$ cat config.mk
export PLATFORM = sky130hd
export DESIGN_NAME = string_to_unsigned_parser_core
export DESIGN_NICKNAME = d
export VERILOG_FILES = /design/src/rtl/s2u_pkg.sv /design/src/rtl/s2u_step.sv /design/src/rtl/string_to_unsigned_parser_core.sv
export VERILOG_INCLUDE_DIRS = /design/src /design/src/rtl
export SDC_FILE = /design/constraint.sdc
export NUM_CORES = 1
export LEC_CHECK = 0
export ABC_CLOCK_PERIOD_IN_PS = 6050
export BUFFER_PORTS_ARGS = -buffer_cell sky130_fd_sc_hd__buf_2
export CAP_MARGIN = 20
export CORE_MARGIN = 1.5
export CORE_UTILIZATION = 34
export DETAILED_ROUTE_END_ITERATION = 8
export PLACE_DENSITY = 0.61
export SLEW_MARGIN = 15
export SYNTH_ARGS = -nofsm -noshare
export SYNTH_HDL_FRONTEND = slang
export SYNTH_SLANG_ARGS = --single-unit
$ cat constraint.sdc
create_clock -name aclk -period 6.05 [get_ports aclk]
set_input_delay 0.605 -clock aclk [delete_from_list [all_inputs] [get_ports aclk]]
set_output_delay 0.605 -clock aclk [all_outputs]
set_load 0.05 [all_outputs]
$ cat src/rtl/string_to_unsigned_parser_core_macros.svh
// Assertion macros used by the parser top level
`ifndef STRING_TO_UNSIGNED_PARSER_CORE_MACROS_SVH
`define STRING_TO_UNSIGNED_PARSER_CORE_MACROS_SVH

// Same-cycle implication, sampled on aclk, off while aresetn is low
`define S2U_ASSERT_NOW(lbl, ante, cons, msg) \
    lbl: assert property (@(posedge aclk) disable iff (!aresetn) (ante) |-> (cons)) \
        else $error(msg);

// Next-cycle implication, sampled on aclk, off while aresetn is low
`define S2U_ASSERT_NEXT(lbl, ante, cons, msg) \
    lbl: assert property (@(posedge aclk) disable iff (!aresetn) (ante) |=> (cons)) \
        else $error(msg);

`endif

$ cat src/rtl/s2u_pkg.sv
// Types and constants shared by the string to unsigned parser modules
package s2u_pkg;

    localparam int VALUE_W = 32;
    localparam int CHAR_W  = 8;
    localparam int BASE_W  = 6;

    // parse phase codes
    localparam logic [1:0] PH_DONE   = 2'd0;
    localparam logic [1:0] PH_BLANK  = 2'd1;
    localparam logic [1:0] PH_ZERO   = 2'd2;
    localparam logic [1:0] PH_DIGITS = 2'd3;

    typedef struct packed {
        logic [1:0]         phase;
        logic [VALUE_W-1:0] acc;
        logic [BASE_W-1:0]  wbase;
    } parse_state_t;

    typedef struct packed {
        logic               emit;
        logic [VALUE_W-1:0] value;
    } parse_result_t;

endpackage

$ cat src/rtl/s2u_step.sv
// Per-character parse step: blank skip, prefix detection, digit decode, multiply-add
module s2u_step
    import s2u_pkg::*;
(
    input  parse_state_t        state_cur,
    input  logic [CHAR_W-1:0]   char_in,
    input  logic                start_in,
    input  logic [BASE_W-1:0]   cfg_base,
    output parse_state_t        state_next,
    output parse_result_t       result
);

    localparam logic [CHAR_W-1:0] CH_0     = 8'h30;
    localparam logic [CHAR_W-1:0] CH_9     = 8'h39;
    localparam logic [CHAR_W-1:0] CH_UA    = 8'h41;
    localparam logic [CHAR_W-1:0] CH_UZ    = 8'h5A;
    localparam logic [CHAR_W-1:0] CH_LA    = 8'h61;
    localparam logic [CHAR_W-1:0] CH_LZ    = 8'h7A;
    localparam logic [CHAR_W-1:0] CH_LX    = 8'h78;
    localparam logic [CHAR_W-1:0] CH_UX    = 8'h58;
    localparam logic [CHAR_W-1:0] CH_SPACE = 8'h20;
    localparam logic [CHAR_W-1:0] CH_TAB   = 8'h09;
    localparam logic [CHAR_W-1:0] CH_CR    = 8'h0D;
    localparam logic [CHAR_W-1:0] LETTER_OFS = 8'd10;
    localparam logic [BASE_W-1:0] BASE_DEC = 6'd10;
    localparam logic [BASE_W-1:0] BASE_HEX = 6'd16;

    parse_state_t       st;
    logic [BASE_W-1:0]  wb_eff;
    logic [BASE_W-1:0]  digit;
    logic               digit_hit;
    logic               is_blank;
    logic               auto_or_hex;
    logic               eval_digit;
    logic [VALUE_W-1:0] product;

    // digit decode; letters count from ten
    always_comb begin
        digit     = '0;
        digit_hit = 1'b0;
        if (char_in >= CH_0 && char_in <= CH_9) begin
            digit     = BASE_W'(char_in - CH_0);
            digit_hit = 1'b1;
        end else if (char_in >= CH_UA && char_in <= CH_UZ) begin
            digit     = BASE_W'(char_in - (CH_UA - LETTER_OFS));
            digit_hit = 1'b1;
        end else if (char_in >= CH_LA && char_in <= CH_LZ) begin
            digit     = BASE_W'(char_in - (CH_LA - LETTER_OFS));
            digit_hit = 1'b1;
        end
    end

    assign is_blank = (char_in == CH_SPACE) || (char_in >= CH_TAB && char_in <= CH_CR);

    always_comb begin
        st = state_cur;
        if (start_in) begin
            st.phase = PH_BLANK;
            st.acc   = '0;
            st.wbase = cfg_base;
        end
    end

    assign auto_or_hex = (st.wbase == '0) || (st.wbase == BASE_HEX);
    assign wb_eff      = (st.wbase == '0) ? BASE_DEC : st.wbase;
    assign product     = st.acc * VALUE_W'(wb_eff);

    always_comb begin
        state_next   = st;
        result.emit  = 1'b0;
        result.value = st.acc;
        eval_digit   = 1'b0;
        case (st.phase)
            PH_DONE: begin
                eval_digit = 1'b0;
            end
            PH_BLANK: begin
                if (is_blank) begin
                    eval_digit = 1'b0;
                end else if (char_in == CH_0 && auto_or_hex) begin
                    state_next.phase = PH_ZERO;
                end else begin
                    eval_digit = 1'b1;
                end
            end
            PH_ZERO: begin
                if (char_in == CH_LX || char_in == CH_UX) begin
                    state_next.wbase = BASE_HEX;
                    state_next.phase = PH_DIGITS;
                end else begin
                    // the held '0' adds nothing, accumulator is already zero
                    eval_digit = 1'b1;
                end
            end
            PH_DIGITS: begin
                eval_digit = 1'b1;
            end
            default: begin
                eval_digit = 1'b0;
            end
        endcase

        if (eval_digit) begin
            state_next.wbase = wb_eff;
            if (!digit_hit || digit >= wb_eff) begin
                state_next.phase = PH_DONE;
                result.emit      = 1'b1;
            end else begin
                state_next.phase = PH_DIGITS;
                state_next.acc   = product + VALUE_W'(digit);
            end
        end
    end

endmodule

$ cat src/rtl/string_to_unsigned_parser_core.sv
// String to unsigned parser top level: request registers, parse state, result register
//
//  Channel   Direction  Payload                                  Handshake
//  s_*       in         tdata: character; tuser: string_start    tvalid/tready
//  m_*       out        tdata: parsed_value                      tvalid/tready
//  cfg_*     in         cfg_wr_data: number_base                 cfg_wr_en only
//
// One character per cycle unless the result stalls; held in input, then result reg.
// The multiply-add of the accumulator by the base is combinational.
// Reset (aresetn low, synchronous) leaves the parser waiting for a start, base 0.
// A stalled result register holds the following character in the input register.
module string_to_unsigned_parser_core
    import s2u_pkg::*;
(
    input  logic               aclk,
    input  logic               aresetn,
    input  logic               s_tvalid,
    output logic               s_tready,
    input  logic [CHAR_W-1:0]  s_tdata,      // [7:0] character
    input  logic [0:0]         s_tuser,      // [0] string_start
    output logic               m_tvalid,
    input  logic               m_tready,
    output logic [VALUE_W-1:0] m_tdata,      // [31:0] parsed_value
    input  logic               cfg_wr_en,
    input  logic [BASE_W-1:0]  cfg_wr_data
);

`include "string_to_unsigned_parser_core_macros.svh"

    logic                in_valid_reg;
    logic [CHAR_W-1:0]   in_char_reg;
    logic                in_start_reg;
    parse_state_t        state_reg;
    parse_state_t        state_next;
    parse_result_t       step_res;
    logic                m_valid_reg;
    logic [VALUE_W-1:0]  m_data_reg;
    logic [BASE_W-1:0]   base_reg;
    logic                consume;

    s2u_step u_step (
        .state_cur  (state_reg),
        .char_in    (in_char_reg),
        .start_in   (in_start_reg),
        .cfg_base   (base_reg),
        .state_next (state_next),
        .result     (step_res)
    );

    // held character moves on once the result slot is free or draining
    assign consume  = in_valid_reg && (!m_valid_reg || m_tready);
    assign s_tready = !in_valid_reg || consume;
    assign m_tvalid = m_valid_reg;
    assign m_tdata  = m_data_reg;

    always_ff @(posedge aclk) begin
        if (!aresetn) begin
            in_valid_reg    <= 1'b0;
            in_start_reg    <= 1'b0;
            m_valid_reg     <= 1'b0;
            base_reg        <= '0;
            state_reg.phase <= PH_DONE;
            state_reg.acc   <= '0;
            state_reg.wbase <= '0;
        end else begin
            if (cfg_wr_en) begin
                base_reg <= cfg_wr_data;
            end
            if (s_tready) begin
                in_valid_reg <= s_tvalid;
                in_start_reg <= s_tvalid && s_tuser[0];
            end
            if (consume) begin
                state_reg <= state_next;
            end
            if (consume && step_res.emit) begin
                m_valid_reg <= 1'b1;
            end else if (m_tready) begin
                m_valid_reg <= 1'b0;
            end
        end
    end

    always_ff @(posedge aclk) begin
        if (s_tvalid && s_tready) begin
            in_char_reg <= s_tdata;
        end
        if (consume && step_res.emit) begin
            m_data_reg <= step_res.value;
        end
    end

    `S2U_ASSERT_NOW(a_ready_when_empty, !in_valid_reg, s_tready, "input register empty but not ready")
    `S2U_ASSERT_NEXT(a_held_char_kept, in_valid_reg && !consume, in_valid_reg && $stable(in_char_reg), "held character lost")
    `S2U_ASSERT_NEXT(a_done_after_emit, consume && step_res.emit, state_reg.phase == PH_DONE, "parse not closed after result")
    `S2U_ASSERT_NOW(a_quiet_when_done, consume && !in_start_reg && state_reg.phase == PH_DONE, !step_res.emit, "result after end of parse")

endmodule
==> impl_metrics.tcl, run 1 <==
set metrics [dict create \
    status "finished clean" \
    synth_compound_area_share_pct 12.06 \
    die_h_um 170.5 \
    final_core_util_pct 37.97 \
    syn2layout_area_growth_pct 10.23 \
    largest_reg_flops 40 \
    grt_usage_pct 16.88 \
    cp_data_required_time_ns 6.28 \
    synth_flop_cell "dfxtp_1" \
    synth.avg_cell_area_um2 9.420 \
    muxShareOfSynthArea_pct 1.626 \
    drive_gt1_share_pct 9.772 \
    post-route-period-util_pct 94.07 \
    drc 0 \
    pwr_density_cell_nw_per_um2 130.3 \
    grt_pass1_wl_mm 38.76 \
    end_kind "flip-flop" \
    crit_type "reg -> reg" \
    gp_congestion 0.8507 \
    rows 61 \
    hold_viol 0 \
    dp_hpwl_mm 17.33 \
    cts_setup_buffers 0 \
    clkLatencyLatePin_ns 0.36 \
    fin_crit_ns 5.691 \
    cts-root-buf "clkbuf_16" \
    start_util_pct 34.44 \
    grt_max_degree 45 \
    ys_seq_area_share_pct 22.87 \
    p_leak_nw 5.094 \
    netlist_area_um2 9543 \
    synthCells 1013 \
    tightest_slew_ns 0.9748 \
    num_vias 7138 \
    wirelength_mm 22.65 \
    dr.pass1.iters 4 \
    slew_headroom_pct 35.01 \
    yosys.area.top_type_share_pct 23.50 \
    h-tree-depth 3 \
    synthTopCellsByArea "fa_1 23%, edfxtp_1 13%, ha_1 11%" \
    finalSetupViolCount 0 \
    cts_buffers 9 \
    fmax_ghz 0.1757 \
    synthDistinctLibCells 61 \
    yosys.area_share.adder_pct 34.25 \
    synth_top_area_cell "fa_1" \
    finalSetupTns_ns 0 \
    viasPerCell 4.985 \
    clockBufferDepth 2 \
    antenna_found_initial 0 \
    rsz0062_at_grt "false" \
    wl_per_cell_um 15.82 \
    overflow 0 \
    fp.dieArea_um2 29080 \
    synthArstFlopShare_pct 0 \
    synth_top_family_by_area "adder cells" \
    portBuffers 53 \
    hold_path_class "in -> reg" \
    ios 54 \
    synth_nets 1227 \
    cp_max_fo 14 \
    cts_tree "yes" \
    core_um2 27710 \
    synthXorXnorAreaFrac_pct 3.120 \
    peakVddDrop_mv 0.1392 \
    startpoint_type "flip-flop" \
    synth_common_cells "112 x fa_1, 94 x and2_1, 92 x nand2_1" \
    synthMostInstantiatedCell "fa_1" \
    worstPathArrival_ns 5.93 \
    yosysWarnings 0 \
    detail_route.iter0.violations 456 \
    cap_violations 0 \
    final_nets 1263 \
    fin_skew_ns 0.01106 \
    r2r_slack_ns 0.36 \
    clk_pin_slew_worst_paths_ns 0.07 \
    synth_simple_gate_area_share_pct 20.70 \
    synth-edff-count 40 \
    ys_ff_latch 89 \
    n_antenna_cell 0 \
    die_x_um 170.5 \
    first_global_vias 7484 \
    cts_sinks 89 \
    slew_violations 0 \
    ant_nets 0 \
]
-- power by group --
group          internal, mW  switching [mW]  total, mW
Clock                 0.283           0.271      0.554
Combinational        0.0585           0.110      0.168
Sequential            0.637          0.0105      0.648
Total                 0.979           0.391       1.37
-- cell families (layout without fill, tap and decap cells) --
family	Yosys count	in the layout
AOI/OAI and AO/OA	173	173
xor gates and xnor gates	34	34
adders and majority gates	194	194
buffers and inverters	132	173
DFF	89	89
muxes	15	15
and+or+nand+nor	376	376
-- routing by layer --
metal	up-vias	part of all wire, %	track usage (%)
met2	111	49	29.49
met1	3580	47	22.63
met4	0	1.0	3.117
met5	-	0	0
met3	13	2.8	1.920
li1	3434	-	-
-- worst max-delay path: stages, from the launching register on --
cell      delay, ns
dfxtp_1        0.33
nor4_2         0.30
a32o_2         0.25
nand2_1        0.09
nand2_1        0.13
buf_6          0.18
nand2_1        0.09
fa_1           0.49
fa_1           0.49
inv_1          0.06
fa_1           0.53
inv_1          0.05
fa_1           0.50
inv_1          0.04
ha_1           0.32
o21ai_0        0.09
a21oi_1        0.09
o41a_1         0.37
a311o_1        0.40
a21oi_1        0.16
o21bai_1       0.12
a31oi_1        0.23
xor2_1         0.16
o21ai_0        0.08
-- cells in the final DEF, fill, tap and decap left out, types with 22 or more instances in the layout --
cell type and count:
a21oi_1 41, and2_1 94, buf_2 53, dfxtp_1 48, edfxtp_1 40, fa_1 112, ha_1 82, inv_1 84
nand2_1 92, nand2b_1 27, nor2_1 62, nor2b_1 66, o21ai_0 42, xnor2_1 22
-- repair_timing --
| item | CTS | global route |
|---|---|---|
| endpoints found under the setup margin | 0 | 5 |
| hold buffers | 0 | 0 |
| hold endpoints to repair | 0 | 0 |
| gates resized for setup | 0 | 4 |
-- cell type report --
class,instances,area (um^2)
fillers,2783,17190
multi-input cells,792,6857
flip-flops and latches,89,2183
well taps,378,473.0
repair buffers,72,411.6
inverters,85,319.1
clock buffers,9,225.2
clock inverters,7,50.05
-- through the flow --
step                hold slack [ns]  total power, mW  std cells  area [um^2]  setup slack, ns
floorplan                    0.4173           0.7724       1013         9543           0.3433
detailed placement           0.4431           0.8284       1416        10230           0.2841
global placement             0.4334           0.8267       1416        10230           0.4509
CTS                          0.4151            1.389       1432        10510           0.2426
finish                       0.4236            1.370       1432        10520           0.3588
global route                 0.4194            1.426       1432        10520          0.01657
-- worst paths after layout --
path | cells after the start | start | to
setup / recovery | 23 | base_reg[0] | state_reg[29]
hold / removal | 1 | s_tdata[5] | in_char_reg[5]
setup reg to reg | 23 | base_reg[0] | state_reg[29]
hold reg to reg | 2 | state_reg[18] | state_reg[18]
Power figures use the tool's default switching activity.
==> run 2: changes to the inputs <==
--- a/config.mk
+++ b/config.mk
@@ -6,6 +6,7 @@
 export SDC_FILE = /design/constraint.sdc
 export NUM_CORES = 1
 export LEC_CHECK = 0
+export ABC_AREA = 1
 export ABC_CLOCK_PERIOD_IN_PS = 6050
 export BUFFER_PORTS_ARGS = -buffer_cell sky130_fd_sc_hd__buf_2
 export CAP_MARGIN = 20
==> impl_metrics.tcl, run 2 <==
set metrics [dict create \
    die_h_um 175.3 \
    cts.repair.resized 0 \
    syn2layout_area_growth_pct 9.744 \
    synth_top_area_cell "fa_1" \
    n_antenna_cell 0 \
    finalSetupViolCount 0 \
    drive_gt1_share_pct 7.173 \
    grt_max_degree 45 \
    wirelength_mm 29.77 \
    worstPathArrival_ns 5.71 \
    antenna_found_initial 0 \
    portBuffers 53 \
    synth_common_cells "332 x nand2_1, 206 x nor2_1, 181 x inv_1" \
    first_global_vias 8940 \
    grt_usage_pct 20.29 \
    reg2reg_from "in_start_reg" \
    ant_nets 0 \
    fmax_ghz 0.1823 \
    synth.avg_cell_area_um2 7.433 \
    start_util_pct 34.88 \
    drc 0 \
    place_area_um2 10800 \
    cts-root-buf "clkbuf_16" \
    fin_crit_ns 5.486 \
    sw_frac_of_total_pct 32.67 \
    hold_viol 0 \
    cap_violations 0 \
    post-route-period-util_pct 90.67 \
    tightest_slew_ns 0.9217 \
    clkLatencyLatePin_ns 0.36 \
    yosysWarnings 0 \
    num_vias 9090 \
    crit_type "reg -> reg" \
    rows 62 \
    cts_sinks 89 \
    power_frac_comb_pct 21.4 \
    ctsHoldBuffers 0 \
    grt_pass1_wl_mm 48.58 \
    detail_route.iter0.violations 665 \
    peakVddDrop_mv 0.1247 \
    hp-start "s_tdata[4]" \
    slew_headroom_pct 38.49 \
    yosys.area_share.adder_pct 32.38 \
    dp_cells 1776 \
    synthMostInstantiatedCell "nand2_1" \
    synth_compound_area_share_pct 8.281 \
    synth-edff-count 40 \
    dr.pass1.iters 5 \
    fp.dieArea_um2 30730 \
    clk_pin_slew_worst_paths_ns 0.07 \
    synthDistinctLibCells 36 \
    cts_setup_buffers 0 \
    synthTopCellsByArea "fa_1 22%, nand2_1 12%, edfxtp_1 12%" \
    core_um2 28940 \
    cp_data_required_time_ns 6.27 \
    status "finished clean" \
    hold_path_class "in -> reg" \
    total_power_mw 1.538 \
    startpoint_type "flip-flop" \
    layout_common_cells "332 x nand2_1, 206 x nor2_1, 181 x inv_1" \
    die_x_um 175.3 \
    rsz0062_at_grt "false" \
    end_kind "flip-flop" \
    finalSetupTns_ns 0 \
    synthXorXnorAreaFrac_pct 2.256 \
    clockBufferDepth 2 \
    netlist_area_um2 10090 \
    slew_violations 0 \
    synth_flop_cell "dfxtp_1" \
    cp_max_fo 14 \
    clkPwrFrac_pct 36.1 \
    synth_simple_gate_area_share_pct 26.59 \
    cts_buffers 9 \
    ys_seq_area_share_pct 21.62 \
    ys_ff_latch 89 \
    wl_per_cell_um 16.61 \
    gp_congestion 0.9215 \
    cts_tree "yes" \
    overflow 0 \
    h-tree-depth 3 \
    yosys.area.top_type_share_pct 22.21 \
    fin_skew_ns 0.01068 \
    synthArstFlopShare_pct 0 \
    stdcell_count 1792 \
    final_common_cell "nand2_1" \
    final_cell_area_um2 11080 \
    viasPerCell 5.073 \
    netSwitchingPower_mw 0.5024 \
    pwr_density_cell_nw_per_um2 138.8 \
    fillers 2988 \
    muxShareOfSynthArea_pct 0 \
    final_nets 1617 \
    dp_hpwl_mm 23.59 \
    synthCells 1358 \
    setup.worst_path.start "in_start_reg" \
    p_int_mw 1.035 \
    p_leak_nw 5.731 \
    synth_top_family_by_area "adder cells" \
    ios 54 \
    synth_nets 1572 \
    p_seq_share_pct 42.5 \
    largest_reg_flops 40 \
]
run 2: power groups by stage:
stage	clock network, mW	registers, mW	logic (mW)
2_1_floorplan	0	0.670	0.222
3_3_place_gp	0	0.668	0.323
3_5_place_dp	0	0.667	0.325
4_1_cts	0.565	0.654	0.328
5_1_grt	0.590	0.656	0.369
6_report	0.555	0.654	0.329
run 2: metal layers:
| metal | global-route usage, % | share of wire [%] | vias up |
|---|---|---|---|
| li1 | - | - | 4384 |
| met1 | 29.15 | 47 | 4415 |
| met2 | 31.93 | 45 | 269 |
| met3 | 2.879 | 6.1 | 22 |
| met4 | 5.449 | 1.6 | 0 |
| met5 | 0 | 0 | - |
run 2: final timing paths:
check        depth (start not counted)             end  slack [ns]
min                                  1  in_char_reg[4]        0.42
min reg2reg                          2   state_reg[22]        0.47
max reg2reg                         27   state_reg[33]        0.56
max                                 27   state_reg[33]        0.56
run 2: critical path, stage by stage (launching register included):
cell and delay, ns:
dfxtp_1 0.47, inv_2 0.12, nand2_1 0.07, nand2_1 0.08, nor2_2 0.14, nand3_1 0.10
nand2_1 0.12, buf_4 0.22, nand2_1 0.09, fa_1 0.50, fa_1 0.52, inv_1 0.07
fa_1 0.54, inv_1 0.06, fa_1 0.50, inv_1 0.05, ha_1 0.34, nand2_1 0.12
o21ai_0 0.23, nand2_1 0.11, nand3_1 0.19, nand3_1 0.17, nand3_1 0.12, nand2_1 0.05
nand2_1 0.14, nand2_1 0.07, nand3_1 0.09, a21oi_1 0.07
run 2: stage by stage:
step / setup slack [ns] / util, % / hold WS [ns]
finish: 0.5642 / 38.28 / 0.4153
global route: 0.1174 / 38.28 / 0.4064
CTS: 0.6014 / 38.28 / 0.4037
detailed placement: 0.6420 / 37.33 / 0.4553
global placement: 0.7541 / 37.33 / 0.4515
floorplan: 1.181 / - / 0.4454
run 2: cell type report:
class                           instances  area [um^2]  share of cell area, %
Timing Repair Buffer                   71        400.4                  3.615
Tap cell                              384        480.5                  4.338
Sequential cell                        89         2182                  19.70
Clock buffer                           11        242.7                  2.191
Inverter                              193        724.4                  6.540
Clock inverter                          5        31.28                 0.2824
Multi-Input combinational cell       1039         7015                  63.33
run 2: logic make-up after synthesis:
logic type      Yosys count
simple gates            660
xor+xnor                 26
flops                    89
compound gates          159
buf+inv                 230
fa+ha+maj               194
